===== src/hw/rtl/mts_pkg.sv =====
`default_nettype none
package mts_pkg;

    // Note table sizing: slots are 8 bits wide and melodies hold at most 256 notes
    localparam int MELODY_DEPTH = 256;
    localparam int TABLE_DEPTH  = (MELODY_DEPTH < 256) ? MELODY_DEPTH : 256;
    localparam int TABLE_AW     = (TABLE_DEPTH > 1) ? $clog2(TABLE_DEPTH) : 1;

    // Entry layout: duration in the upper half, frequency in the lower half
    localparam int ENTRY_W = 32;

    // Configuration port
    localparam int PADDR_W = 4;
    localparam int PDATA_W = 32;

    // Configuration reset values
    localparam logic [27:0] TIMER_CLOCK_RESET = 28'd80000000;
    localparam logic [15:0] PRESCALER_RESET   = 16'd0;
    localparam logic [6:0]  DUTY_RESET        = 7'd30;
    localparam logic [7:0]  GAP_RESET         = 8'd20;

    // Sequencer limits
    localparam logic [16:0] ELAPSED_MAX = 17'h1FFFF;
    localparam logic [6:0]  DUTY_MAX    = 7'd100;
    localparam logic [8:0]  LEN_MAX     = 9'(TABLE_DEPTH);

    // Shared divider geometry: 28-bit dividend, 17-bit divisor
    localparam int DIV_NW  = 28;
    localparam int DIV_DW  = 17;
    localparam int DIV_CW  = $clog2(DIV_NW);

    // Valid timer quotient range (reload 2..65535)
    localparam logic [27:0] TONE_Q_MIN = 28'd3;
    localparam logic [27:0] TONE_Q_MAX = 28'd65536;

    // Division by 100 through a reciprocal: exact for products below 2^23
    localparam logic [23:0] DIV100_MULT  = 24'd10737419;
    localparam int          DIV100_SHIFT = 30;
    localparam logic [16:0] CMP_MAX      = 17'h0FFFF;

    typedef enum logic [1:0] {
        OP_WRITE = 2'd0,
        OP_START = 2'd1,
        OP_TICK  = 2'd2
    } op_t;

    typedef enum logic [1:0] {
        REG_TIMER_CLOCK = 2'd0,
        REG_PRESCALER   = 2'd1,
        REG_DUTY        = 2'd2,
        REG_GAP         = 2'd3
    } reg_idx_t;

    typedef enum logic [1:0] {
        SEQ_IDLE,
        SEQ_EVAL,
        SEQ_TONE,
        SEQ_DONE
    } seq_state_t;

    typedef enum logic [2:0] {
        TC_IDLE,
        TC_DIV_CLK,
        TC_DIV_FREQ,
        TC_SCALE,
        TC_RECIP,
        TC_DONE
    } tc_state_t;

    // Timer settings produced by the tone calculator
    typedef struct packed {
        logic        ok;
        logic [15:0] period;
        logic [15:0] high;
    } tone_result_t;

endpackage
`default_nettype wire


===== src/hw/rtl/mts_divider.sv =====
`default_nettype none
module mts_divider (
    input  wire logic                       clk,
    input  wire logic                       rst_n,
    input  wire logic                       start,
    input  wire logic [mts_pkg::DIV_NW-1:0] dividend,
    input  wire logic [mts_pkg::DIV_DW-1:0] divisor,
    output logic                            done,
    output logic      [mts_pkg::DIV_NW-1:0] quotient
);

    logic                       busy_reg, busy_next;
    logic                       done_reg, done_next;
    logic [mts_pkg::DIV_CW-1:0] count_reg, count_next;
    logic [mts_pkg::DIV_DW-1:0] rem_reg, rem_next;
    logic [mts_pkg::DIV_NW-1:0] quot_reg, quot_next;
    logic [mts_pkg::DIV_DW-1:0] divisor_reg, divisor_next;
    logic [mts_pkg::DIV_DW:0]   rem_shift;
    logic [mts_pkg::DIV_DW+1:0] diff;

    // One restoring step per cycle, dividend bits shift out as quotient bits shift in
    always_comb
    begin
        busy_next    = busy_reg;
        done_next    = 1'b0;
        count_next   = count_reg;
        rem_next     = rem_reg;
        quot_next    = quot_reg;
        divisor_next = divisor_reg;
        rem_shift    = {rem_reg, quot_reg[mts_pkg::DIV_NW-1]};
        diff         = {1'b0, rem_shift} - {2'b00, divisor_reg};

        if (start)
        begin
            busy_next    = 1'b1;
            count_next   = mts_pkg::DIV_CW'(mts_pkg::DIV_NW - 1);
            rem_next     = '0;
            quot_next    = dividend;
            divisor_next = divisor;
        end
        else if (busy_reg)
        begin
            if (!diff[mts_pkg::DIV_DW+1])
            begin
                rem_next  = diff[mts_pkg::DIV_DW-1:0];
                quot_next = {quot_reg[mts_pkg::DIV_NW-2:0], 1'b1};
            end
            else
            begin
                rem_next  = rem_shift[mts_pkg::DIV_DW-1:0];
                quot_next = {quot_reg[mts_pkg::DIV_NW-2:0], 1'b0};
            end
            if (count_reg == '0)
            begin
                busy_next = 1'b0;
                done_next = 1'b1;
            end
            else
            begin
                count_next = count_reg - mts_pkg::DIV_CW'(1);
            end
        end
    end

    always_ff @(posedge clk or negedge rst_n)
    begin
        if (!rst_n)
        begin
            busy_reg  <= 1'b0;
            done_reg  <= 1'b0;
            count_reg <= '0;
        end
        else
        begin
            busy_reg  <= busy_next;
            done_reg  <= done_next;
            count_reg <= count_next;
        end
    end

    always_ff @(posedge clk)
    begin
        rem_reg     <= rem_next;
        quot_reg    <= quot_next;
        divisor_reg <= divisor_next;
    end

    assign done     = done_reg;
    assign quotient = quot_reg;

endmodule
`default_nettype wire


===== src/hw/rtl/mts_tone_calc.sv =====
`default_nettype none
module mts_tone_calc (
    input  wire logic                  clk,
    input  wire logic                  rst_n,
    input  wire logic                  start,
    input  wire logic [15:0]           freq,
    input  wire logic [27:0]           timer_clock_hz,
    input  wire logic [15:0]           prescaler,
    input  wire logic [6:0]            duty_percent,
    output logic                       done,
    output mts_pkg::tone_result_t      result
);

    mts_pkg::tc_state_t    state_reg, state_next;
    mts_pkg::tone_result_t result_reg, result_next;
    logic [15:0]           freq_reg, freq_next;
    logic [27:0]           quot_reg, quot_next;
    logic [23:0]           prod_reg, prod_next;

    logic                       div_start;
    logic [mts_pkg::DIV_NW-1:0] div_dividend;
    logic [mts_pkg::DIV_DW-1:0] div_divisor;
    logic                       div_done;
    logic [mts_pkg::DIV_NW-1:0] div_quot;

    logic [6:0]  duty_sat;
    logic [47:0] recip;
    logic [16:0] cmp;
    logic [16:0] period_full;

    mts_divider u_divider (
        .clk      (clk),
        .rst_n    (rst_n),
        .start    (div_start),
        .dividend (div_dividend),
        .divisor  (div_divisor),
        .done     (div_done),
        .quotient (div_quot)
    );

    // Sequence: clock / (prescaler + 1), then / freq, then scale by duty / 100
    always_comb
    begin
        state_next   = state_reg;
        result_next  = result_reg;
        freq_next    = freq_reg;
        quot_next    = quot_reg;
        prod_next    = prod_reg;
        div_start    = 1'b0;
        div_dividend = timer_clock_hz;
        div_divisor  = {1'b0, prescaler} + 17'd1;
        duty_sat     = (duty_percent > mts_pkg::DUTY_MAX) ? mts_pkg::DUTY_MAX : duty_percent;
        recip        = {24'd0, prod_reg} * {24'd0, mts_pkg::DIV100_MULT};
        cmp          = recip[mts_pkg::DIV100_SHIFT +: 17];
        period_full  = quot_reg[16:0] - 17'd1;

        case (state_reg)
            mts_pkg::TC_IDLE:
            begin
                if (start)
                begin
                    freq_next = freq;
                    if ((freq == 16'd0) || (timer_clock_hz == 28'd0))
                    begin
                        result_next.ok = 1'b0;
                        state_next     = mts_pkg::TC_DONE;
                    end
                    else
                    begin
                        div_start  = 1'b1;
                        state_next = mts_pkg::TC_DIV_CLK;
                    end
                end
            end
            mts_pkg::TC_DIV_CLK:
            begin
                div_dividend = div_quot;
                div_divisor  = {1'b0, freq_reg};
                if (div_done)
                begin
                    div_start  = 1'b1;
                    state_next = mts_pkg::TC_DIV_FREQ;
                end
            end
            mts_pkg::TC_DIV_FREQ:
            begin
                if (div_done)
                begin
                    quot_next = div_quot;
                    if ((div_quot < mts_pkg::TONE_Q_MIN) || (div_quot > mts_pkg::TONE_Q_MAX))
                    begin
                        result_next.ok = 1'b0;
                        state_next     = mts_pkg::TC_DONE;
                    end
                    else
                    begin
                        state_next = mts_pkg::TC_SCALE;
                    end
                end
            end
            mts_pkg::TC_SCALE:
            begin
                prod_next  = {7'd0, quot_reg[16:0]} * {17'd0, duty_sat};
                state_next = mts_pkg::TC_RECIP;
            end
            mts_pkg::TC_RECIP:
            begin
                result_next.ok     = 1'b1;
                result_next.period = period_full[15:0];
                result_next.high   = (cmp > mts_pkg::CMP_MAX) ? 16'hFFFF : cmp[15:0];
                state_next         = mts_pkg::TC_DONE;
            end
            mts_pkg::TC_DONE:
            begin
                state_next = mts_pkg::TC_IDLE;
            end
            default:
            begin
                state_next = mts_pkg::TC_IDLE;
            end
        endcase
    end

    always_ff @(posedge clk or negedge rst_n)
    begin
        if (!rst_n)
        begin
            state_reg <= mts_pkg::TC_IDLE;
        end
        else
        begin
            state_reg <= state_next;
        end
    end

    always_ff @(posedge clk)
    begin
        result_reg <= result_next;
        freq_reg   <= freq_next;
        quot_reg   <= quot_next;
        prod_reg   <= prod_next;
    end

    assign done   = (state_reg == mts_pkg::TC_DONE);
    assign result = result_reg;

endmodule
`default_nettype wire

===== config.mk =====
export PLATFORM = sky130hd
export DESIGN_NAME = mts_tone_calc
export DESIGN_NICKNAME = d
export VERILOG_FILES = /design/src/hw/rtl/mts_pkg.sv /design/src/hw/rtl/mts_divider.sv /design/src/hw/rtl/mts_tone_calc.sv
export SDC_FILE = /design/constraint.sdc
export NUM_CORES = 1
export LEC_CHECK = 0
export ABC_AREA = 1
export BUFFER_PORTS_ARGS = -buffer_cell sky130_fd_sc_hd__buf_2
export CORE_ASPECT_RATIO = 0.75
export CORE_UTILIZATION = 40
export CTS_CLUSTER_SIZE = 12
export DETAILED_ROUTE_END_ITERATION = 10
export GPL_TIMING_DRIVEN = 0
export PLACE_DENSITY = 0.62
export SYNTH_ARGS = -nofsm -noshare
export SYNTH_HDL_FRONTEND = slang
export SYNTH_HIERARCHICAL = 1
export SYNTH_SLANG_ARGS = --single-unit

===== constraint.sdc =====
create_clock -name clk -period 12.6 [get_ports clk]
set_clock_uncertainty 0.2 [all_clocks]
set_input_delay 1.26 -clock clk [delete_from_list [all_inputs] [get_ports clk]]
set_output_delay 1.26 -clock clk [all_outputs]
set_load 0.005 [all_outputs]

After elaboration in Yosys (flattened, before gate mapping)
Cells that the tools add are included.
Widths: inputs -> output; s select.
{ "classes": {"n_addsub": 4, "n_mul": 2, "n_lt_le_gt_ge": 4, "eq_ne": 12, "n_mux": 31, "reduce_logical": 14} }
{ "ops": {"columns": ["op", "n"], "rows": [
  ["$mux 28", 3],
  ["$mul 24x24->47 const B", 1],
  ["$gt 28x17->1 const B", 1],
  ["$logic_not 28->1", 1],
  ["$lt 28x2->1 const B", 1],
  ["$mul 17x7->24", 1],
  ["$sub 18x17->19", 1],
  ["$add 16x1->17 const B", 1],
  ["$gt 17x16->1 const B", 1],
  ["$mux 17", 1],
  ["$logic_not 16->1", 1],
  ["$mux 16", 1],
  ["$sub 16x1->16 const B", 1],
  ["$mux 3", 5],
  ["$mux 5", 3],
  ["$pmux 3 s5", 1],
  ["$mux 1", 14],
  ["$ne 2x2->1 const B", 5],
  ["$reduce_and 2->1", 4],
  ["$gt 7x7->1 const B", 1],
  ["$mux 7", 1],
  ["$eq 3x2->1 const B", 2],
  ["$eq 3x3->1 const B", 2],
  ["$logic_not 5->1", 1],
  ["other kinds (11)", 13]
]} }
{ "totals": {"reg_bits": 162, "input_bits": 70, "word_cells": 81} }

Longest topological paths before layout
Gate-level depths: netlist of run 1.
{ "depth": {"word_depth": 7, "ltp_mapped": 27, "mapped_depth_nobuf": 27} }

By module
Netlist of run 1, hierarchy kept.
{ "modules_own_cells": {"columns": ["mod", "n_inst", "cells_each", "area_per_inst_um2"], "rows": [
  ["mts_tone_calc", 1, 2376, 19895.3],
  ["mts_divider", 1, 517, 4087.7]
]} }

Worst setup path after synthesis of run 1
OpenSTA, ideal clock, no wires.
{ "synth_path": {"kind": "register to register", "from": "register prod_reg[4]", "to": "register result_reg (netlist bit result[11]), data pin", "setup_ns": 0.252, "arrival_time_ns": 5.490, "required_ns": 12.148, "setup_slack_ns": 6.658, "path_stages_with_launch": 27, "path_cell_list": "edfxtp_1 -> inv_1 -> fa_1 -> inv_1 -> ha_1 -> fa_1 -> inv_1 -> fa_1 -> inv_1 -> fa_1 -> fa_1 -> inv_1 -> fa_1 -> inv_1 -> ha_1 -> nand2_1 -> nor2_1 -> nand2_1 -> inv_1 -> nand2_1 -> nor2_1 -> nand2_1 -> nand3_1 -> nand2_2 -> nand2_4 -> buf_8 -> nand2_1"} }
{ "synth_via": {"elab_chain_cells": 2} }
{ "synth_lines": {"columns": ["element", "line_no", "source"], "rows": [
  ["start: declaration", "mts_tone_calc.sv:18", "logic [23:0] prod_reg, prod_next;"],
  ["start signal: assignment", "mts_tone_calc.sv:141", "prod_reg <= prod_next;"],
  ["$mul 24x24->47 *", "mts_tone_calc.sv:53", "recip = {24'd0, prod_reg} * {24'd0, mts_pkg::DIV100_MULT};"],
  ["$gt 17x16->1", "mts_tone_calc.sv:110", "result_next.high = (cmp > mts_pkg::CMP_MAX) ? 16'hFFFF : cmp[15:0];"],
  ["end signal: assignment", "mts_tone_calc.sv:138", "result_reg <= result_next;"],
  ["end: declaration", "mts_tone_calc.sv:15", "mts_pkg::tone_result_t result_reg, result_next;"]
]} }
Every way passes the cells marked *; elsewhere a longest branch is shown, timed or not.
A chain may end at the register's enable or synchronous reset.

Worst setup path after layout of run 1
{ "layout_path": {"from": "register prod_reg[5]", "to": "register result_reg (netlist bit result[13]), data pin"} }
The elaborated chain is that of the path after synthesis.

==> results.sh, run 1 <==
export IMPL_status="complete, no violations"
export IMPL_critPathTopFamily="adder cells"
export IMPL_period_minus_slack_ps=6810
export IMPL_layout_common_cells="723 x inv_1, 665 x nand2_1, 337 x ha_1"
export IMPL_drc=0
export IMPL_synth_top_area_share_pct=25.0
export IMPL_start_kind="register"
export IMPL_die_h_um=214
export IMPL_clk_pin_slew_worst_paths_ps=90
export IMPL_largest_reg_flops=33
export IMPL_h_tree_depth=4
export IMPL_ys_types=52
export IMPL_relSlewSlack_pct=8.02
export IMPL_tns_ps=0
export IMPL_yosysTopAreaCell="fa_1"
export IMPL_crit_arrival_ps=6830
export IMPL_ys_ff_latch=162
export IMPL_insertion_delay_ps=480
export IMPL_fmaxAchievable_mhz=147
export IMPL_yosysSeqAreaShare_pct=19.4
export IMPL_grt_max_degree=34
export IMPL_seq_area_um2=4640
export IMPL_post_route_period_util_pct=54.1
export IMPL_required_ps=12620
export IMPL_reg2reg_to="result[13]"
export IMPL_wire_per_inst_um=15.5
export IMPL_fin_nets=3722
export IMPL_multi_input_area_um2=16400
export IMPL_drive_gt1_share_pct=6.93
export IMPL_maxSlewViolCount=0
export IMPL_crit_type="reg2reg"
export IMPL_antenna_found_initial=0
export IMPL_drtAntennaViolNets=0
export IMPL_rows=77
export IMPL_io_pins=104
export IMPL_tightest_slew_ps=1380
export IMPL_synthCells=2893
export IMPL_grt_pass1_wl_um=95400
export IMPL_n_fill_cell=5916
export IMPL_final_common_cell="inv_1"
export IMPL_timing_rr_start="prod_reg[5]"
export IMPL_wl_um=59200
export IMPL_cts_sinks=162
export IMPL_route_vias_total=18179
export IMPL_rsz0062_at_grt="false"
export IMPL_clock_path_buffers=2
export IMPL_critPathMaxStageDelay_ps=780
export IMPL_start_util_pct=40.6
export IMPL_first_global_vias=17941
export IMPL_postCtsHoldBufs=0
export IMPL_max_cap_violations=0
export IMPL_via_per_inst=4.76
export IMPL_drt_iter0_markers=1094
export IMPL_cp_buffers_inverters=8
export IMPL_avgSynthCellArea_um2=8.29
export IMPL_dpl_hpwl_um=50300
export IMPL_synth_edff_count=135
export IMPL_critPathMaxFanout=11
export IMPL_tritoncts="done"
export IMPL_antenna_cells=0
export IMPL_async_reset_ff_share_pct=6.17
export IMPL_cts_resized=0
export IMPL_yosysWarnings=6
export IMPL_area_growth_syn_to_layout_pct=9.19
export IMPL_hold_path_class="reg2reg"
export IMPL_cts_root_buffer="clkbuf_16"
export IMPL_worst_path_most_repeated_cell="inv_1"
export IMPL_end_kind="register"
export IMPL_die_x_um=285
export IMPL_slowest_stage="edfxtp_1"
export IMPL_crit_end="result[13]"
export IMPL_dr_pass1_iters=5
export IMPL_post_cts_setup_buffers=0
export IMPL_overflow=0
export IMPL_worst_r2r_cell_count=26
export IMPL_synth_area_leaders="fa_1 25%, ha_1 18%, edfxtp_1 17%"
export IMPL_reg2reg_slack_ps=5790
export IMPL_finalSetupViolCount=0
export IMPL_routabilityCongestion=0.933
export IMPL_portBuffers=101
export IMPL_synthFlopType="edfxtp_1"
export IMPL_die_area_um2=61000
export IMPL_grt_usage_pct=19.9
export IMPL_syn_num_nets=3599
export IMPL_path_depth=26
export IMPL_finalHoldViolCount=0
export IMPL_startpoint="prod_reg[5]"
export IMPL_synth_area_um2=24000
export IMPL_cts_made_buffers=17
export IMPL_coreArea_um2=59100
[worst min path at each step]
stage	slack (ps)	cells after the start	from	endpoint
final	270	2	u_divider/rem_reg[15]	u_divider/rem_reg[15]
after global placement	260	2	u_divider/rem_reg[14]	u_divider/rem_reg[14]
after detailed placement	260	2	u_divider/rem_reg[15]	u_divider/rem_reg[15]
after floorplan	240	2	u_divider/rem_reg[5]	u_divider/rem_reg[5]
after CTS	280	2	u_divider/rem_reg[15]	u_divider/rem_reg[15]
after global routing	290	2	u_divider/rem_reg[15]	u_divider/rem_reg[15]
[cell usage after synthesis (5+ instances only)]
| cell | number |
|---|---|
| ha_1 | 337 |
| clkbuf_1 | 27 |
| nand4_1 | 33 |
| inv_1 | 723 |
| nor3_1 | 26 |
| fa_1 | 299 |
| o21bai_1 | 8 |
| xor2_1 | 35 |
| a21oi_1 | 84 |
| nand3b_2 | 7 |
| edfxtp_1 | 135 |
| nand2_1 | 665 |
| inv_2 | 5 |
| dfxtp_1 | 17 |
| buf_2 | 9 |
| and2_1 | 7 |
| nand2_2 | 12 |
| nor4_1 | 14 |
| xnor2_1 | 22 |
| a31oi_1 | 6 |
| nand3_2 | 6 |
| o21ai_0 | 83 |
| nand3b_1 | 7 |
| a21o_1 | 8 |
| nand3_1 | 100 |
| nor2_1 | 154 |
| dfrtp_1 | 10 |
| nor2_2 | 7 |
[routing by layer]
layer,vias to the layer above,global-route usage (%),wire [µm]
met5,-,0,0
met4,0,3.84,821
met3,47,4.65,4320
met2,480,29.2,24400
met1,8500,29.9,29700
li1,9152,-,-
[stage by stage]
stage | hold WS (ps) | area [µm²] | worst slack (ps) | utilization, % | instances
2_1_floorplan | 243 | 24000 | 6660 | - | 2893
3_3_place_gp | 264 | 25500 | 5770 | 43.1 | 3784
3_5_place_dp | 263 | 25500 | 5810 | 43.3 | 3787
4_1_cts | 277 | 26200 | 5810 | 44.3 | 3819
5_1_grt | 287 | 26200 | 5450 | 44.3 | 3819
6_report | 273 | 26200 | 5790 | 44.3 | 3819
[cell type report]
class                      count  share of cell area, %
clock inverter                15                  0.817
sequential                   162                   17.7
buffer                        46                  0.994
timing repair buffer         104                   2.12
tap                          790                   3.77
multi-input combinational   1957                   62.5
clock buffer                  17                   1.62
inverter                     728                   10.4
[logic make-up after synthesis]
logic type                 share of synthesized area, %
DFF                                                19.4
xor gates and xnor gates                           2.08
AOI/OAI and AO/OA                                  4.82
and+or+nand+nor                                    18.7
buffers and inverters                              12.5
adders and majority gates                          42.5
[worst reg2reg max path: cells and delay by family (launching register included)]
family                     cells  cell delay [ps]
DFF                            1              780
buffers and inverters          8              720
and+or+nand+nor               10             1070
adders and majority gates      8             3800
Power of run 1 is not shown: default switching activity piles up to over one toggle a cycle in this logic, so the estimate is an artifact.
==> inputs of run 2 (changes only) <==
--- a/config.mk
+++ b/config.mk
@@ -5,7 +5,7 @@
 export SDC_FILE = /design/constraint.sdc
 export NUM_CORES = 1
 export LEC_CHECK = 0
-export ABC_AREA = 1
+export ABC_AREA = 0
 export BUFFER_PORTS_ARGS = -buffer_cell sky130_fd_sc_hd__buf_2
 export CORE_ASPECT_RATIO = 0.75
 export CORE_UTILIZATION = 40
==> constraint.sdc (replaced) <==
create_clock -name clk -period 6.9 [get_ports clk]
set_clock_uncertainty 0.2 [all_clocks]
set_input_delay 0.69 -clock clk [delete_from_list [all_inputs] [get_ports clk]]
set_output_delay 0.69 -clock clk [all_outputs]
set_load 0.005 [all_outputs]
==> run 2 against run 1 <==
Effect of this change:
- critical path depth fell by 1
- non-clock buffer count increased by 84
- global-route usage down 0.76 points
- wire length decreased by 11%
- design area decreased by 3.3%
- synthesized area shrank 8.4%
- sequential cell count stayed put
- hold slack worse by 50 ps
- via count down 14%
- largest cell class unchanged
==> results.sh, run 2 <==
export IMPL_status="complete, no violations"
export IMPL_wire_per_inst_um=17.0
export IMPL_synthCells=2173
export IMPL_final_common_cell="inv_1"
export IMPL_cts_made_buffers=17
export IMPL_grt_usage_pct=19.2
export IMPL_io_pins=104
export IMPL_ys_ff_latch=162
export IMPL_dr_pass1_iters=5
export IMPL_crit_type="reg2reg"
export IMPL_largest_reg_flops=33
export IMPL_reg2reg_to="result[11]"
export IMPL_critPathTopFamily="adder cells"
export IMPL_hold_path_class="in2reg"
export IMPL_avgSynthCellArea_um2=10.1
export IMPL_overflow=0
export IMPL_insertion_delay_ps=450
export IMPL_clk_pin_slew_worst_paths_ps=70
export IMPL_synth_edff_count=135
export IMPL_yosysWarnings=6
export IMPL_finalSetupViolCount=0
export IMPL_cts_root_buffer="clkbuf_16"
export IMPL_routabilityCongestion=0.919
export IMPL_h_tree_depth=4
export IMPL_wl_um=52700
export IMPL_tns_ps=0
export IMPL_synth_top_area_share_pct=27.3
export IMPL_startpoint="prod_reg[8]"
export IMPL_grt_max_degree=30
export IMPL_finalHoldViolCount=0
export IMPL_seq_area_um2=4640
export IMPL_async_reset_ff_share_pct=6.17
export IMPL_multi_input_area_um2=15900
export IMPL_die_area_um2=55900
export IMPL_drtAntennaViolNets=0
export IMPL_dr_max_layer_used="met4"
export IMPL_via_per_inst=5.03
export IMPL_drc=0
export IMPL_critPathMaxStageDelay_ps=550
export IMPL_ys_types=68
export IMPL_p_per_area_nw_per_um2=396
export IMPL_min_from="freq[10]"
export IMPL_power_mw=10.0
export IMPL_start_util_pct=41.0
export IMPL_portBuffers=101
export IMPL_die_x_um=273
export IMPL_tightest_slew_ps=1260
export IMPL_wl_met3_um=3030
export IMPL_relSlewSlack_pct=15.5
export IMPL_maxSlewViolCount=0
export IMPL_rsz0062_at_grt="true"
export IMPL_coreArea_um2=53600
export IMPL_synthFlopType="edfxtp_1"
export IMPL_worst_r2r_cell_count=25
export IMPL_period_minus_slack_ps=6830
export IMPL_tritoncts="done"
export IMPL_die_h_um=205
export IMPL_layout_common_cells="494 x inv_1, 301 x ha_1, 285 x fa_1"
export IMPL_synth_area_leaders="fa_1 27%, ha_1 19%, edfxtp_1 18%"
export IMPL_antenna_found_initial=0
export IMPL_crit_arrival_ps=6830
export IMPL_min_path_cells=1
export IMPL_timing_rr_start="prod_reg[8]"
export IMPL_route_vias_total=15582
export IMPL_whs_ps=223
export IMPL_end_kind="register"
export IMPL_synth_most_common_cell="inv_1"
export IMPL_reg2reg_slack_ps=70
export IMPL_p_leak_nw=12.4
export IMPL_synth_area_um2=22000
export IMPL_cp_buffers_inverters=8
export IMPL_fmaxAchievable_mhz=146
export IMPL_yosysTopAreaCell="fa_1"
export IMPL_netlist_top_cells_count="513 x inv_1, 337 x ha_1, 299 x fa_1"
export IMPL_drt_iter0_markers=728
export IMPL_n_fill_cell=4948
export IMPL_dpl_hpwl_um=42300
export IMPL_peakVddDrop_mv=0.319
export IMPL_min_to="freq_reg[10]"
export IMPL_required_ps=6900
export IMPL_rows=73
export IMPL_fin_nets=3077
export IMPL_slowest_stage="fa_1"
export IMPL_grt_pass1_wl_um=84000
export IMPL_critPathMaxFanout=5
export IMPL_clock_path_buffers=2
export IMPL_drive_gt1_share_pct=16.4
export IMPL_antenna_cells=0
export IMPL_post_route_period_util_pct=99.0
export IMPL_drt_met1_wl_um=25200
export IMPL_wl_met2_um=23700
export IMPL_yosysSeqAreaShare_pct=21.1
export IMPL_area_growth_syn_to_layout_pct=15.3
export IMPL_start_kind="register"
export IMPL_max_cap_violations=0
export IMPL_first_global_vias=16301
export IMPL_cts_sinks=162
export IMPL_syn_num_nets=2879
-- run 2: repair_timing --
item / 4_1_cts / 5_1_grt
resized for setup: 22 / 107
pin swaps: 16 / 72
hold buffers: 1 / 0
endpoints found under the setup margin: 20 / 20
buffers inserted: 60 / 17
endpoints found under the hold margin: 10 / 0
cloned: 0 / 1
-- run 2: cell type report --
type	count	area share [%]
well taps	712	3.52
multi-input cells	1442	62.6
clock buffers	17	1.68
clock inverters	15	0.642
plain buffers	54	0.850
repair buffers	180	4.78
inverters	514	7.62
flip-flops and latches	162	18.3
-- run 2: worst max-delay path by stage --
stage	end	slack [ps]	cells after the start
floorplan	result[11]	180	22
global placement	result[11]	-780	22
detailed placement	result[11]	-830	22
CTS	result[11]	-6	24
global route	result[11]	-150	25
finish	result[11]	70	25
-- run 2: cells by family after synthesis --
family | share of synthesized area, %
AOI/OAI and AO/OA | 7.23
xor gates and xnor gates | 3.31
adders and majority gates | 46.5
buffers and inverters | 9.74
DFF | 21.1
muxes | 2.97
and+or+nand+nor | 9.15
-- run 2: metrics by stage --
step | worst slack [ps] | std cells | area (µm²) | util, %
2_1_floorplan | 177 | 2173 | 22000 | -
3_3_place_gp | -782 | 2986 | 23400 | 43.6
3_5_place_dp | -828 | 2989 | 23400 | 43.7
4_1_cts | -5.99 | 3082 | 24600 | 45.9
5_1_grt | -148 | 3096 | 25300 | 47.2
6_report | 68.0 | 3096 | 25300 | 47.2
-- run 2: metal layers --
layer / track usage [%] / up-vias
met5: 0 / -
met3: 3.84 / 47
met2: 30.0 / 372
met4: 4.29 / 0
met1: 27.3 / 7743
li1: - / 7420
-- run 2: power by group --
part	internal, mW	switching (mW)
registers	1.43	0.168
clock network	0.484	0.456
logic	3.37	4.13
No activity file was read; power rests on OpenSTA's default activity.
==> inputs of run 3 (changes only) <==
--- a/config.mk
+++ b/config.mk
@@ -13,6 +13,8 @@
 export DETAILED_ROUTE_END_ITERATION = 10
 export GPL_TIMING_DRIVEN = 0
 export PLACE_DENSITY = 0.62
+export RECOVER_POWER = 25
+export SKIP_LAST_GASP = 1
 export SYNTH_ARGS = -nofsm -noshare
 export SYNTH_HDL_FRONTEND = slang
 export SYNTH_HIERARCHICAL = 1
==> run 3 against run 2 <==
Effect of this change:
- sequential share of layout area is 0.17 points higher
- hold slack is essentially flat
- cell count about the same
- setup slack improved by 55 ps
- die area unchanged
- non-clock buffer count shrank 3
- clock power barely moved
- core utilization is 0.44 points lower
==> results.sh, run 3 (synthesis gave the netlist of run 2 again) <==
export IMPL_die_h_um=205
export IMPL_hold_path_class="in2reg"
export IMPL_rsz0062_at_grt="true"
export IMPL_drtAntennaViolNets=0
export IMPL_antenna_cells=0
export IMPL_dpl_hpwl_um=42300
export IMPL_dr_pass1_iters=7
export IMPL_max_cap_violations=0
export IMPL_worst_path_most_repeated_cell="fa_1"
export IMPL_grtUsageMet3_pct=3.82
export IMPL_h_tree_depth=4
export IMPL_first_global_vias=16279
export IMPL_critPathMaxFanout=10
export IMPL_grt_usage_pct=19.1
export IMPL_overflow=0
export IMPL_largest_reg_flops=33
export IMPL_drive_gt1_share_pct=15.0
export IMPL_portBuffers=101
export IMPL_drt_iter0_markers=758
export IMPL_end_kind="register"
export IMPL_p_leak_nw=12.3
export IMPL_cp_buffers_inverters=8
export IMPL_wl_um=52200
export IMPL_grt_pass1_wl_um=83900
export IMPL_grt_busiest_layer="met2"
export IMPL_use_met1_pct=27.2
export IMPL_final_cells=3093
export IMPL_fin_nets=3074
export IMPL_routabilityCongestion=0.919
export IMPL_coreArea_um2=53600
export IMPL_die_area_um2=55900
export IMPL_final_common_cell="inv_1"
export IMPL_wire_per_inst_um=16.9
export IMPL_crit_arrival_ps=6780
export IMPL_start_kind="register"
export IMPL_rows=73
export IMPL_cts_sinks=162
export IMPL_route_vias_total=15544
export IMPL_start_util_pct=41.0
export IMPL_antenna_found_initial=0
export IMPL_peakVddDrop_mv=0.343
export IMPL_critPathMaxStageDelay_ps=560
export IMPL_grt_max_degree=30
export IMPL_maxSlewViolCount=0
export IMPL_die_x_um=273
export IMPL_whs_ps=223
export IMPL_tightest_slew_ps=1240
export IMPL_cts_root_buffer="clkbuf_16"
export IMPL_p_per_area_nw_per_um2=393
export IMPL_status="complete, no violations"
export IMPL_place_inst=2989
export IMPL_clock_path_buffers=2
export IMPL_finalSetupViolCount=0
export IMPL_period_minus_slack_ps=6780
export IMPL_clk_pin_slew_worst_paths_ps=70
export IMPL_slowest_stage="fa_1"
export IMPL_area_growth_syn_to_layout_pct=14.3
export IMPL_required_ps=6900
export IMPL_insertion_delay_ps=450
export IMPL_crit_type="reg2reg"
export IMPL_fmaxAchievable_mhz=148
export IMPL_cts_made_buffers=17
export IMPL_layout_common_cells="486 x inv_1, 309 x ha_1, 286 x fa_1"
export IMPL_critPathTopFamily="adder cells"
export IMPL_fin_util_pct=46.8
export IMPL_post_route_period_util_pct=98.2
export IMPL_grt_use_met2_pct=30.0
export IMPL_relSlewSlack_pct=17.2
export IMPL_io_pins=104
export IMPL_finalHoldViolCount=0
export IMPL_drc=0
export IMPL_via_per_inst=5.03
export IMPL_tritoncts="done"
## run 3: changes by cell type in the layout (fill, tap and decap cells not counted), sizes merged
cell    delta
buf       -23
clkbuf    +20
## run 3: power breakdown
part,internal [mW],switching [mW],total (mW)
combinational,3.28,4.04,7.32
clock,0.484,0.454,0.938
sequential,1.43,0.167,1.60
total,5.19,4.66,9.85
## run 3: metal layers
| metal | share of wire [%] | up-vias |
|---|---|---|
| met2 | 45 | 352 |
| met4 | 1.5 | 0 |
| met1 | 48 | 7734 |
| met3 | 5.9 | 42 |
| met5 | 0 | - |
| li1 | - | 7416 |
## run 3: metrics by stage
stage	TNS, ps	instance area, µm²	setup WS, ps	total power [mW]
after CTS	-21.6	24600	-21.6	8.98
after detailed placement	-14470	23400	-828	7.76
after floorplan	0	22000	177	6.20
final	0	25100	123	9.85
after global routing	-1100	25100	-87.7	10.8
after global placement	-12910	23400	-782	7.65
## run 3: layout make-up
cell class	count	area, µm²
repair buffers	177	1150
inverters	514	1930
clock inverters	15	163
multi-input cells	1442	15700
plain buffers	54	215
clock buffers	17	425
well taps	712	891
flip-flops and latches	162	4640
fillers	4989	28500
## run 3: what timing repair did
action,4_1_cts,5_1_grt
pin swaps,15,45
hold buffers,1,0
endpoints found under the setup margin,20,20
gates resized for setup,20,99
hold endpoints to repair,10,0
setup buffers,60,14
## run 3: worst register-to-register path, stage by stage, from the launching register on
cell	delay, ps
edfxtp_1	400
buf_6	160
buf_4	150
ha_4	270
inv_1	50
fa_1	500
inv_1	60
fa_2	340
fa_1	540
fa_2	440
fa_1	510
inv_1	60
fa_1	560
inv_2	60
ha_4	210
and3_4	160
a22o_1	250
a211oi_2	240
o21ai_2	120
o31ai_4	230
buf_6	150
a21oi_4	70
a311oi_2	340
xnor2_2	130
buf_6	150
a31o_1	170
## run 3: final timing paths
kind / end / cells past startpoint / from / slack [ps]
hold reg to reg: u_divider/rem_reg[16] / 2 / u_divider/rem_reg[16] / 310
setup / recovery: result[11] / 25 / prod_reg[8] / 120
max in group asynchronous: u_divider/count_reg[3] / 2 / rst_n / 5540
setup reg to reg: result[11] / 25 / prod_reg[8] / 120
min in group asynchronous: state_reg[2] / 2 / rst_n / 580
hold / removal: freq_reg[10] / 1 / freq[10] / 220
